File: config.mk
export PLATFORM = sky130hd
export DESIGN_NAME = binary_dilation_3x3
export DESIGN_NICKNAME = d
export VERILOG_FILES = /design/src/bdil3_pkg.sv /design/src/bdil3_ram.sv /design/src/bdil3_front.sv /design/src/bdil3_queue.sv /design/src/bdil3_back.sv /design/src/binary_dilation_3x3.sv
export SDC_FILE = /design/constraint.sdc
export NUM_CORES = 2
export LEC_CHECK = 0
export BUFFER_PORTS_ARGS = -buffer_cell sky130_fd_sc_hd__buf_2
export CORE_MARGIN = 2
export CORE_UTILIZATION = 40
export DETAILED_ROUTE_END_ITERATION = 7
export PLACE_DENSITY = 0.52
export SETUP_SLACK_MARGIN = 0.3
export SYNTH_ARGS = -nofsm -noshare
export SYNTH_HDL_FRONTEND = slang
export SYNTH_SLANG_ARGS = --single-unit
export TNS_END_PERCENT = 20
File: constraint.sdc
create_clock -name clk -period 21 [get_ports clk]
set_input_delay 2.1 -clock clk [delete_from_list [all_inputs] [get_ports clk]]
set_output_delay 2.1 -clock clk [all_outputs]
set_load 0.02 [all_outputs]
File: src/bdil3_pkg.sv
// Shared types, sizes and helpers for the 3x3 binary dilation block.
package bdil3_pkg;

    localparam int MAX_WIDTH  = 1024;
    localparam int MAX_HEIGHT = 1024;

    localparam int CFG_W     = 11;
    localparam int CFG_IDX_W = 2;
    localparam int KMASK_W   = 9;

    localparam int COL_W    = $clog2(MAX_WIDTH);
    localparam int WIDTH_W  = $clog2(MAX_WIDTH + 1);
    localparam int HEIGHT_W = $clog2(MAX_HEIGHT + 1);
    localparam int ROWIDX_W = $clog2(MAX_HEIGHT);
    localparam int INROW_W  = $clog2(MAX_HEIGHT + 2);

    localparam int QDEPTH  = 4;
    localparam int QPTR_W  = $clog2(QDEPTH);
    localparam int QCNT_W  = $clog2(QDEPTH + 1);

    localparam logic [CFG_IDX_W-1:0] REG_FRAME_WIDTH  = 2'd0;
    localparam logic [CFG_IDX_W-1:0] REG_FRAME_HEIGHT = 2'd1;
    localparam logic [CFG_IDX_W-1:0] REG_KERNEL_MASK  = 2'd2;

    // Command codes of an input word.
    localparam logic CMD_PIXEL = 1'b0;
    localparam logic CMD_DRAIN = 1'b1;

    localparam logic [CFG_W-1:0]   RESET_WIDTH  = 11'd10;
    localparam logic [CFG_W-1:0]   RESET_HEIGHT = 11'd10;
    localparam logic [KMASK_W-1:0] RESET_KERNEL = 9'd186;

    typedef struct packed {
        logic cmd;
        logic pixel_in;
    } item_t;

    typedef struct packed {
        logic pixel_out;
        logic row_end;
        logic frame_end;
    } result_t;

    // One classified pixel on its way to the window stage.
    typedef struct packed {
        logic             pix;
        logic             has_out;
        logic [COL_W-1:0] col;
    } task_t;

    typedef struct packed {
        logic [HEIGHT_W-1:0] height;
        logic [COL_W-1:0]    last_col;
        logic [ROWIDX_W-1:0] last_row;
        logic [KMASK_W-1:0]  kernel;
    } frame_cfg_t;

    function automatic logic [WIDTH_W-1:0] clamp_width(input logic [CFG_W-1:0] v);
        logic [WIDTH_W-1:0] r;
        if (v == '0)
            r = WIDTH_W'(1);
        else if (32'(v) > MAX_WIDTH)
            r = WIDTH_W'(MAX_WIDTH);
        else
            r = WIDTH_W'(v);
        return r;
    endfunction

    function automatic logic [HEIGHT_W-1:0] clamp_height(input logic [CFG_W-1:0] v);
        logic [HEIGHT_W-1:0] r;
        if (v == '0)
            r = HEIGHT_W'(1);
        else if (32'(v) > MAX_HEIGHT)
            r = HEIGHT_W'(MAX_HEIGHT);
        else
            r = HEIGHT_W'(v);
        return r;
    endfunction

endpackage

File: src/bdil3_ram.sv
// Generic single-write, single-read RAM with registered read data.
module bdil3_ram #(
    parameter int WIDTH = 1,
    parameter int DEPTH = 2
) (
    input  logic                     clk,
    input  logic                     we,
    input  logic [$clog2(DEPTH)-1:0] waddr,
    input  logic [WIDTH-1:0]         wdata,
    input  logic                     re,
    input  logic [$clog2(DEPTH)-1:0] raddr,
    output logic [WIDTH-1:0]         rdata
);

    logic [WIDTH-1:0] mem_reg [DEPTH];
    logic [WIDTH-1:0] rdata_reg;

    always_ff @(posedge clk)
    begin
        if (we)
        begin
            mem_reg[waddr] <= wdata;
        end
        if (re)
        begin
            rdata_reg <= mem_reg[raddr];
        end
    end

    assign rdata = rdata_reg;

endmodule

File: src/bdil3_front.sv
// Input side: classify each word and track the input raster position.
module bdil3_front import bdil3_pkg::*; (
    input  logic       clk,
    input  logic       rst_n,
    input  logic       accept,
    input  item_t      item,
    input  frame_cfg_t cfg,
    input  logic       restart,
    output logic       task_push,
    output task_t      task_word
);

    logic [INROW_W-1:0] in_row_reg, in_row_next;
    logic [COL_W-1:0]   in_col_reg, in_col_next;
    logic               idle_drain;
    logic               frame_last;
    logic               col_wrap;

    always_comb
    begin
        // drop a drain word that arrives before any pixel of the frame
        idle_drain = (item.cmd == CMD_DRAIN) && (in_row_reg == '0) && (in_col_reg == '0);
        col_wrap   = (in_col_reg == cfg.last_col);
        frame_last = (in_row_reg == INROW_W'(cfg.height) + INROW_W'(1))
                     && (in_col_reg == '0);

        task_word.pix     = (item.cmd == CMD_PIXEL) && (in_row_reg < INROW_W'(cfg.height))
                            && item.pixel_in;
        task_word.has_out = (in_row_reg >= INROW_W'(2))
                            || ((in_row_reg == INROW_W'(1)) && (in_col_reg != '0));
        task_word.col     = in_col_reg;
        task_push         = accept && !idle_drain;

        in_row_next = in_row_reg;
        in_col_next = in_col_reg;
        if (restart)
        begin
            in_row_next = '0;
            in_col_next = '0;
        end
        else if (task_push)
        begin
            if (frame_last)
            begin
                in_row_next = '0;
                in_col_next = '0;
            end
            else if (col_wrap)
            begin
                in_col_next = '0;
                in_row_next = in_row_reg + INROW_W'(1);
            end
            else
            begin
                in_col_next = in_col_reg + COL_W'(1);
            end
        end
    end

    always_ff @(posedge clk or negedge rst_n)
    begin
        if (!rst_n)
        begin
            in_row_reg <= '0;
            in_col_reg <= '0;
        end
        else
        begin
            in_row_reg <= in_row_next;
            in_col_reg <= in_col_next;
        end
    end

endmodule

File: src/bdil3_queue.sv
// Short queue of classified pixels between the front and the window stage.
module bdil3_queue import bdil3_pkg::*; (
    input  logic  clk,
    input  logic  rst_n,
    input  logic  wr,
    input  task_t wr_word,
    input  logic  rd,
    output task_t rd_word,
    output logic  full,
    output logic  not_empty
);

    task_t             q_mem_reg [QDEPTH];
    logic [QPTR_W-1:0] wr_ptr_reg, rd_ptr_reg;
    logic [QCNT_W-1:0] count_reg, count_next;

    always_comb
    begin
        count_next = count_reg;
        if (wr && !rd)
            count_next = count_reg + QCNT_W'(1);
        else if (rd && !wr)
            count_next = count_reg - QCNT_W'(1);
    end

    always_ff @(posedge clk)
    begin
        if (wr)
        begin
            q_mem_reg[wr_ptr_reg] <= wr_word;
        end
    end

    always_ff @(posedge clk or negedge rst_n)
    begin
        if (!rst_n)
        begin
            wr_ptr_reg <= '0;
            rd_ptr_reg <= '0;
            count_reg  <= '0;
        end
        else
        begin
            if (wr)
                wr_ptr_reg <= wr_ptr_reg + QPTR_W'(1);
            if (rd)
                rd_ptr_reg <= rd_ptr_reg + QPTR_W'(1);
            count_reg <= count_next;
        end
    end

    assign rd_word   = q_mem_reg[rd_ptr_reg];
    assign full      = (count_reg == QCNT_W'(QDEPTH));
    assign not_empty = (count_reg != '0);

endmodule

File: src/bdil3_back.sv
// Window stage: line buffers, 3x3 window, border masking and result buffer.
module bdil3_back import bdil3_pkg::*; (
    input  logic       clk,
    input  logic       rst_n,
    input  frame_cfg_t cfg,
    input  logic       restart,
    input  logic       q_not_empty,
    input  task_t      q_word,
    output logic       q_pop,
    output logic       empty,
    input  logic       pop,
    output result_t    result
);

    localparam logic [KMASK_W-1:0] SHIFT_KEEP = 9'h0DB;
    localparam logic [KMASK_W-1:0] TOP_ROW    = 9'h007;
    localparam logic [KMASK_W-1:0] BOTTOM_ROW = 9'h1C0;
    localparam logic [KMASK_W-1:0] LEFT_COL   = 9'h049;
    localparam logic [KMASK_W-1:0] RIGHT_COL  = 9'h124;

    // window stage
    logic                s2_valid_reg;
    task_t               s2_task_reg;
    logic                fwd_reg;
    logic [1:0]          fwd_data_reg;
    logic [1:0]          ram_rdata;
    logic [1:0]          lines;
    logic [1:0]          line_wdata;
    logic                s2_fire;
    logic [KMASK_W-1:0]  window_reg, window_next, window_shift, win_masked;
    logic [COL_W-1:0]    out_col_reg, out_col_next;
    logic [ROWIDX_W-1:0] out_row_reg, out_row_next;
    logic                hit;
    result_t             res;

    // result buffer, two words
    result_t             ob_reg [2];
    logic                ob_wr_reg, ob_rd_reg;
    logic [1:0]          ob_count_reg;
    logic                ob_full;
    logic                ob_push;
    logic                ob_pop;

    assign ob_full = (ob_count_reg == 2'd2);
    assign s2_fire = s2_valid_reg && (!s2_task_reg.has_out || !ob_full);
    assign q_pop   = q_not_empty && (!s2_valid_reg || s2_fire);
    assign ob_push = s2_fire && s2_task_reg.has_out;
    assign ob_pop  = pop && (ob_count_reg != 2'd0);

    // bit 1 holds the line two above, bit 0 the line above
    bdil3_ram #(
        .WIDTH (2),
        .DEPTH (MAX_WIDTH)
    ) u_lines (
        .clk   (clk),
        .we    (s2_fire),
        .waddr (s2_task_reg.col),
        .wdata (line_wdata),
        .re    (q_pop),
        .raddr (q_word.col),
        .rdata (ram_rdata)
    );

    always_comb
    begin
        lines      = fwd_reg ? fwd_data_reg : ram_rdata;
        line_wdata = {lines[0], s2_task_reg.pix};

        window_shift = ((window_reg >> 1) & SHIFT_KEEP)
                     | {s2_task_reg.pix, 2'b00, lines[0], 2'b00, lines[1], 2'b00};

        win_masked = window_shift;
        if (out_row_reg == '0)
            win_masked = win_masked & ~TOP_ROW;
        if (out_row_reg == cfg.last_row)
            win_masked = win_masked & ~BOTTOM_ROW;
        if (out_col_reg == '0)
            win_masked = win_masked & ~LEFT_COL;
        if (out_col_reg == cfg.last_col)
            win_masked = win_masked & ~RIGHT_COL;

        // kernel position i looks at the reflected neighbour 8-i
        hit = 1'b0;
        for (int i = 0; i < KMASK_W; i++)
        begin
            if (cfg.kernel[i] && win_masked[KMASK_W-1-i])
                hit = 1'b1;
        end

        res.pixel_out = hit;
        res.row_end   = (out_col_reg == cfg.last_col);
        res.frame_end = res.row_end && (out_row_reg == cfg.last_row);

        window_next  = window_reg;
        out_col_next = out_col_reg;
        out_row_next = out_row_reg;
        if (restart)
        begin
            window_next  = '0;
            out_col_next = '0;
            out_row_next = '0;
        end
        else if (s2_fire)
        begin
            window_next = window_shift;
            if (s2_task_reg.has_out)
            begin
                if (res.frame_end)
                begin
                    window_next  = '0;
                    out_col_next = '0;
                    out_row_next = '0;
                end
                else if (res.row_end)
                begin
                    out_col_next = '0;
                    out_row_next = out_row_reg + ROWIDX_W'(1);
                end
                else
                begin
                    out_col_next = out_col_reg + COL_W'(1);
                end
            end
        end
    end

    always_ff @(posedge clk)
    begin
        if (q_pop)
        begin
            s2_task_reg  <= q_word;
            fwd_data_reg <= line_wdata;
        end
        if (ob_push)
        begin
            ob_reg[ob_wr_reg] <= res;
        end
    end

    always_ff @(posedge clk or negedge rst_n)
    begin
        if (!rst_n)
        begin
            s2_valid_reg <= 1'b0;
            fwd_reg      <= 1'b0;
            window_reg   <= '0;
            out_col_reg  <= '0;
            out_row_reg  <= '0;
            ob_wr_reg    <= 1'b0;
            ob_rd_reg    <= 1'b0;
            ob_count_reg <= 2'd0;
        end
        else
        begin
            if (q_pop)
            begin
                s2_valid_reg <= 1'b1;
                // same column written this cycle: take the new line data
                fwd_reg      <= s2_fire && (q_word.col == s2_task_reg.col);
            end
            else if (s2_fire)
            begin
                s2_valid_reg <= 1'b0;
            end
            window_reg  <= window_next;
            out_col_reg <= out_col_next;
            out_row_reg <= out_row_next;
            if (ob_push)
                ob_wr_reg <= ~ob_wr_reg;
            if (ob_pop)
                ob_rd_reg <= ~ob_rd_reg;
            if (ob_push && !ob_pop)
                ob_count_reg <= ob_count_reg + 2'd1;
            else if (ob_pop && !ob_push)
                ob_count_reg <= ob_count_reg - 2'd1;
        end
    end

    assign empty  = (ob_count_reg == 2'd0);
    assign result = ob_reg[ob_rd_reg];

endmodule

File: src/binary_dilation_3x3.sv
// Top level of the streaming 3x3 binary dilation block.
//
//   channel  direction  handshake           payload
//   item     in         push / full         item_t   {cmd, pixel_in}
//   result   out        empty / pop         result_t {pixel_out, row_end, frame_end}
//   config   in         cfg_valid/cfg_ready cfg_index, cfg_data
//
// One word is accepted per clock cycle while results are popped; the figure is set by the
// single line-buffer RAM, read once when a word enters the window stage and
// written once when it leaves, with a bypass for back-to-back use of one column.
// A result passes from the queue through the window-stage register and the result
// buffer before it is on the result ports.
// Reset clears positions, window and queues; the line buffers are not cleared,
// since every entry that is read before it is written lands on a masked border.
// Full rises only when the four-word queue backs up behind a stalled result side.
module binary_dilation_3x3 import bdil3_pkg::*; (
    input  logic                 clk,
    input  logic                 rst_n,
    input  logic                 push,
    output logic                 full,
    input  item_t                item,
    output logic                 empty,
    input  logic                 pop,
    output result_t              result,
    input  logic                 cfg_valid,
    output logic                 cfg_ready,
    input  logic [CFG_IDX_W-1:0] cfg_index,
    input  logic [CFG_W-1:0]     cfg_data
);

    logic [WIDTH_W-1:0]  width_reg;
    logic [HEIGHT_W-1:0] height_reg;
    logic [KMASK_W-1:0]  kernel_reg;
    frame_cfg_t          cfg;
    logic                cfg_wr;
    logic                restart;
    logic                accept;
    logic                task_push;
    task_t               task_word;
    logic                q_pop;
    task_t               q_word;
    logic                q_not_empty;

    assign cfg_ready = 1'b1;
    assign cfg_wr    = cfg_valid && cfg_ready;
    // a size write abandons the frame in progress
    assign restart   = cfg_wr && ((cfg_index == REG_FRAME_WIDTH)
                                  || (cfg_index == REG_FRAME_HEIGHT));
    assign accept    = push && !full;

    always_comb
    begin
        cfg.height   = height_reg;
        cfg.last_col = COL_W'(width_reg - WIDTH_W'(1));
        cfg.last_row = ROWIDX_W'(height_reg - HEIGHT_W'(1));
        cfg.kernel   = kernel_reg;
    end

    // store sizes already clamped to the supported range
    always_ff @(posedge clk or negedge rst_n)
    begin
        if (!rst_n)
        begin
            width_reg  <= clamp_width(RESET_WIDTH);
            height_reg <= clamp_height(RESET_HEIGHT);
            kernel_reg <= RESET_KERNEL;
        end
        else if (cfg_wr)
        begin
            unique case (cfg_index)
                REG_FRAME_WIDTH:  width_reg  <= clamp_width(cfg_data);
                REG_FRAME_HEIGHT: height_reg <= clamp_height(cfg_data);
                REG_KERNEL_MASK:  kernel_reg <= cfg_data[KMASK_W-1:0];
                default:          ;
            endcase
        end
    end

    bdil3_front u_front (
        .clk       (clk),
        .rst_n     (rst_n),
        .accept    (accept),
        .item      (item),
        .cfg       (cfg),
        .restart   (restart),
        .task_push (task_push),
        .task_word (task_word)
    );

    bdil3_queue u_queue (
        .clk       (clk),
        .rst_n     (rst_n),
        .wr        (task_push),
        .wr_word   (task_word),
        .rd        (q_pop),
        .rd_word   (q_word),
        .full      (full),
        .not_empty (q_not_empty)
    );

    bdil3_back u_back (
        .clk         (clk),
        .rst_n       (rst_n),
        .cfg         (cfg),
        .restart     (restart),
        .q_not_empty (q_not_empty),
        .q_word      (q_word),
        .q_pop       (q_pop),
        .empty       (empty),
        .pop         (pop),
        .result      (result)
    );

endmodule
==> results.txt <==
The run finished with clean final reports. The critical-path maximum fanout came out at 117. The mapped netlist covers 93400 µm².

The number of instances in the placed design was 9304. Entering global routing, the biggest net connects 222 pins. Number of max-slew violations in the final report: 0.

The arrival time of the worst setup path was 7.67 ns; the simple-gate share of the synthesized area was 0.114. The I/O pin count came out at 26. The worst IR drop on VDD was 0.138 mV; the die height was 487 µm.

Fill cells in the final layout number 20800. For this run, the leading register cell type out of synthesis is sky130_fd_sc_hd__edfxtp_1. The fraction of registers with async set or reset after synthesis was 0.0408. Summed over all cells, the static leakage comes to 33.2 nW. The initial antenna violation count is 17, and the first-pass GRT wire length is 422 mm.

Most common cell after layout, fill and taps aside: sky130_fd_sc_hd__edfxtp_1. The measured slew at the worst slew-check pin works out to 1.29 ns. The clock-pin slew on the worst setup and hold paths is 0.06 ns, and the adder-cell share of the synthesized area is 0.00423. Clock period minus final worst setup slack: 7.05 ns. Setup repair after global routing left no endpoint under its margin. In this run, CTS created clock tree buffers numbering 232.

The synthesized-area fraction occupied by xor and xnor cells was 0.0101. The run gives 0.88 ns as the source-to-sink clock delay at the later pin of the worst-skew pair. Relative slew slack: 0.135.

Routability-driven placement finished with a final weighted congestion of 0.802. The tools report the number of detailed-route iterations in the first pass as 6. The fraction of layout cells with a size suffix above 1 is 0.127, and the total setup violations reported at the end of the flow is 0. Power spread over the standard cell area amounts to 156 nW/µm². The mean routed wirelength per cell is 30.4 µm.

Critical path class: flip-flop to flip-flop. The tools report the clock sink count as 2208. The floorplan step defined a core boundary enclosing 232000 µm². The run gives 0.445 as the post-route core utilization. Detailed placement ended at an HPWL of 159 mm. The starting density of the core is 0.402, and the highest achievable clock rate is 142 MHz. The worst setup path is launched from a flip-flop.

TritonCTS built the clock tree. The number of cells in the finished layout apart from fillers was 9735. In the layout the commonest cells are sky130_fd_sc_hd__edfxtp_1, sky130_fd_sc_hd__nor2_1, sky130_fd_sc_hd__nand2_1, sky130_fd_sc_hd__mux4_2, sky130_fd_sc_hd__clkbuf_16. For the post-route DRC violation count, the log shows 0. During placement, the flow inserted port buffers numbering 24.

Row generation in the floorplan step produced 177 rows. The overall via count from detail_route was 57100; the flip-flop count of the largest register after layout was 2048. The die area was 237000 µm².

The count of cell types in the netlist was 86. The mux share of post-synthesis cell area is 0.0811. The compound-gate portion of the synthesized area was 0.0528. The worst setup path is captured at a flip-flop. The floorplan die width works out to 487 µm.

The net count after synthesis is 6642, and the relative area change from synthesis to final layout is 10.8%. After clock tree synthesis, the repair step resized 0 gates. Yosys mapped a number of flops with a built-in enable equal to 2118. For this block, the initial DRC count from the detailed router was 7270. Buffers inserted to repair hold after CTS numbered 0. The post-synthesis sequential area ratio was 0.705. After synthesis, the mean cell area works out to 14.2 µm². The clock tree synthesis step divided the H-tree into 4 levels.

Buffers added to address setup during post-CTS repair amount to 0. The run gives 0 as the warning count from the yosys run. The post-route antenna net violation count came out at 0.

The run gives 57500 as the number of global-route vias before repair. The average via count per standard cell was 5.87; the final cycle utilization of the critical path was 0.336. For the worst setup path, the data required time is 21.61 ns. The total overflow left after global routing is 0.

The logs give 0 for the number of hold violations in the final report and 0.0234 ns for the worst-case clock skew. Setup total negative slack on the finished layout was measured at 0 ns. For the global routing usage summed across all routing layers, the log shows 0.247.

The tools report the area of placed instances as 96200 µm². The largest family of logic cells by synthesized area was simple AND/OR/NAND/NOR gates. Across the run, the number of max-cap violations was 0. For this run, the post-layout net count is 6546. Clock tree synthesis selected as its root buffer the cell sky130_fd_sc_hd__clkbuf_16. In this run, synthesis produced a sequential element count of 2208.

The final non-filler cell area was 103000 µm². Worst-case clock buffer depth: 3. Synthesis handed over a netlist of 6591 instances. Summed over all layers, the routed wires come to 296 mm. Worst min-delay path class: flip-flop to flip-flop.
Yosys cell counts (all sizes together) (34+ instances only):
master	number	area share
buf	223	0.019
nor4	36	0.0025
a311oi	73	0.0068
a31oi	64	0.0043
o21ai	86	0.0046
nand3	136	0.0073
nor2	1115	0.045
clkbuf	293	0.012
and3	93	0.0062
a32oi	48	0.0045
edfxtp	2118	0.68
inv	37	0.0015
nand2	934	0.038
dfrtp	81	0.022
xor2	35	0.0033
a21oi	141	0.0076
o22ai	40	0.0027
nor3	44	0.0024
mux4	237	0.057
mux2i	192	0.021
nor2b	62	0.0042
xnor2	47	0.0044
o221ai	41	0.0038
a211oi	71	0.0058
a22oi	34	0.0027
cell families (layout without fill, tap and decap cells):
family                   count (synthesis)  count (layout)
XOR/XNOR                                92              92
multiplexers                           456             456
adder cells (fa/ha/maj)                 31              31
AND/OR/NAND/NOR                       2546            2546
AO/OA/AOI/OAI                          704             704
buffers and inverters                  553             651
other                                    1               4
flip-flops                            2208            2208
routing by layer:
metal,GRT usage,share of wire
met1,0.343,0.42
met2,0.395,0.47
met3,0.0423,0.076
met4,0.0811,0.033
met5,0,0.000095
worst max-delay path, cell delays in order, from the launching register on:
cell and delay [ns]:
sky130_fd_sc_hd__dfrtp_1 1.06, sky130_fd_sc_hd__mux2i_1 0.23, sky130_fd_sc_hd__mux2_8 0.59, sky130_fd_sc_hd__clkinv_16 0.37
sky130_fd_sc_hd__buf_4 0.58, sky130_fd_sc_hd__buf_4 0.65, sky130_fd_sc_hd__buf_4 0.52, sky130_fd_sc_hd__buf_4 0.58
sky130_fd_sc_hd__mux4_2 0.58, sky130_fd_sc_hd__a2111oi_0 0.46, sky130_fd_sc_hd__o21a_1 0.17, sky130_fd_sc_hd__o22ai_1 0.06
sky130_fd_sc_hd__nand3_1 0.12, sky130_fd_sc_hd__a2111oi_0 0.12, sky130_fd_sc_hd__buf_4 0.18, sky130_fd_sc_hd__nand4bb_1 0.17
final timing paths:
kind | startpoint | to | slack, ns | depth (start not counted)
worst max register to register | u_queue.rd_ptr_reg[0] | u_back.u_lines.rdata[0] | 13.95 | 15
max in group asynchronous | rst_n | u_back.fwd_reg | 18.64 | 2
worst max-delay path | u_queue.rd_ptr_reg[0] | u_back.u_lines.rdata[0] | 13.95 | 15
min in group asynchronous | rst_n | u_back.out_row_reg[1] | 1.16 | 1
worst min register to register | u_back.ob_wr_reg | u_back.ob_wr_reg | 0.48 | 1
worst min-delay path | u_back.ob_wr_reg | u_back.ob_wr_reg | 0.48 | 1
per-stage QoR:
| step | setup slack, ns | hold slack (ns) | total power, W |
|---|---|---|---|
| finish | 13.95 | 0.484 | 0.0162 |
| global route | 13.44 | 0.521 | 0.0167 |
| CTS | 13.88 | 0.488 | 0.0162 |
| detailed placement | 13.91 | 0.475 | 0.0122 |
| global placement | 14.00 | 0.470 | 0.0122 |
| floorplan | 6.26 | 0.456 | 0.0101 |
layout make-up:
class	count	area [µm²]	share of cell area
repair buffers	186	1410	0.0137
multi-input cells	3830	24900	0.241
clock inverters	136	1180	0.0114
well taps	3043	3810	0.0368
clock buffers	292	6130	0.0592
diodes	3	7.51	0.0000725
flip-flops and latches	2208	65900	0.636
inverters	37	178	0.00172
power by group:
group,internal (W),switching [W],total [W]
Clock,0.00229,0.00173,0.00402
Sequential,0.00561,0.000120,0.00573
Combinational,0.00175,0.00465,0.00641
Total,0.00966,0.00650,0.0162
(Power assumes the default switching activity.)
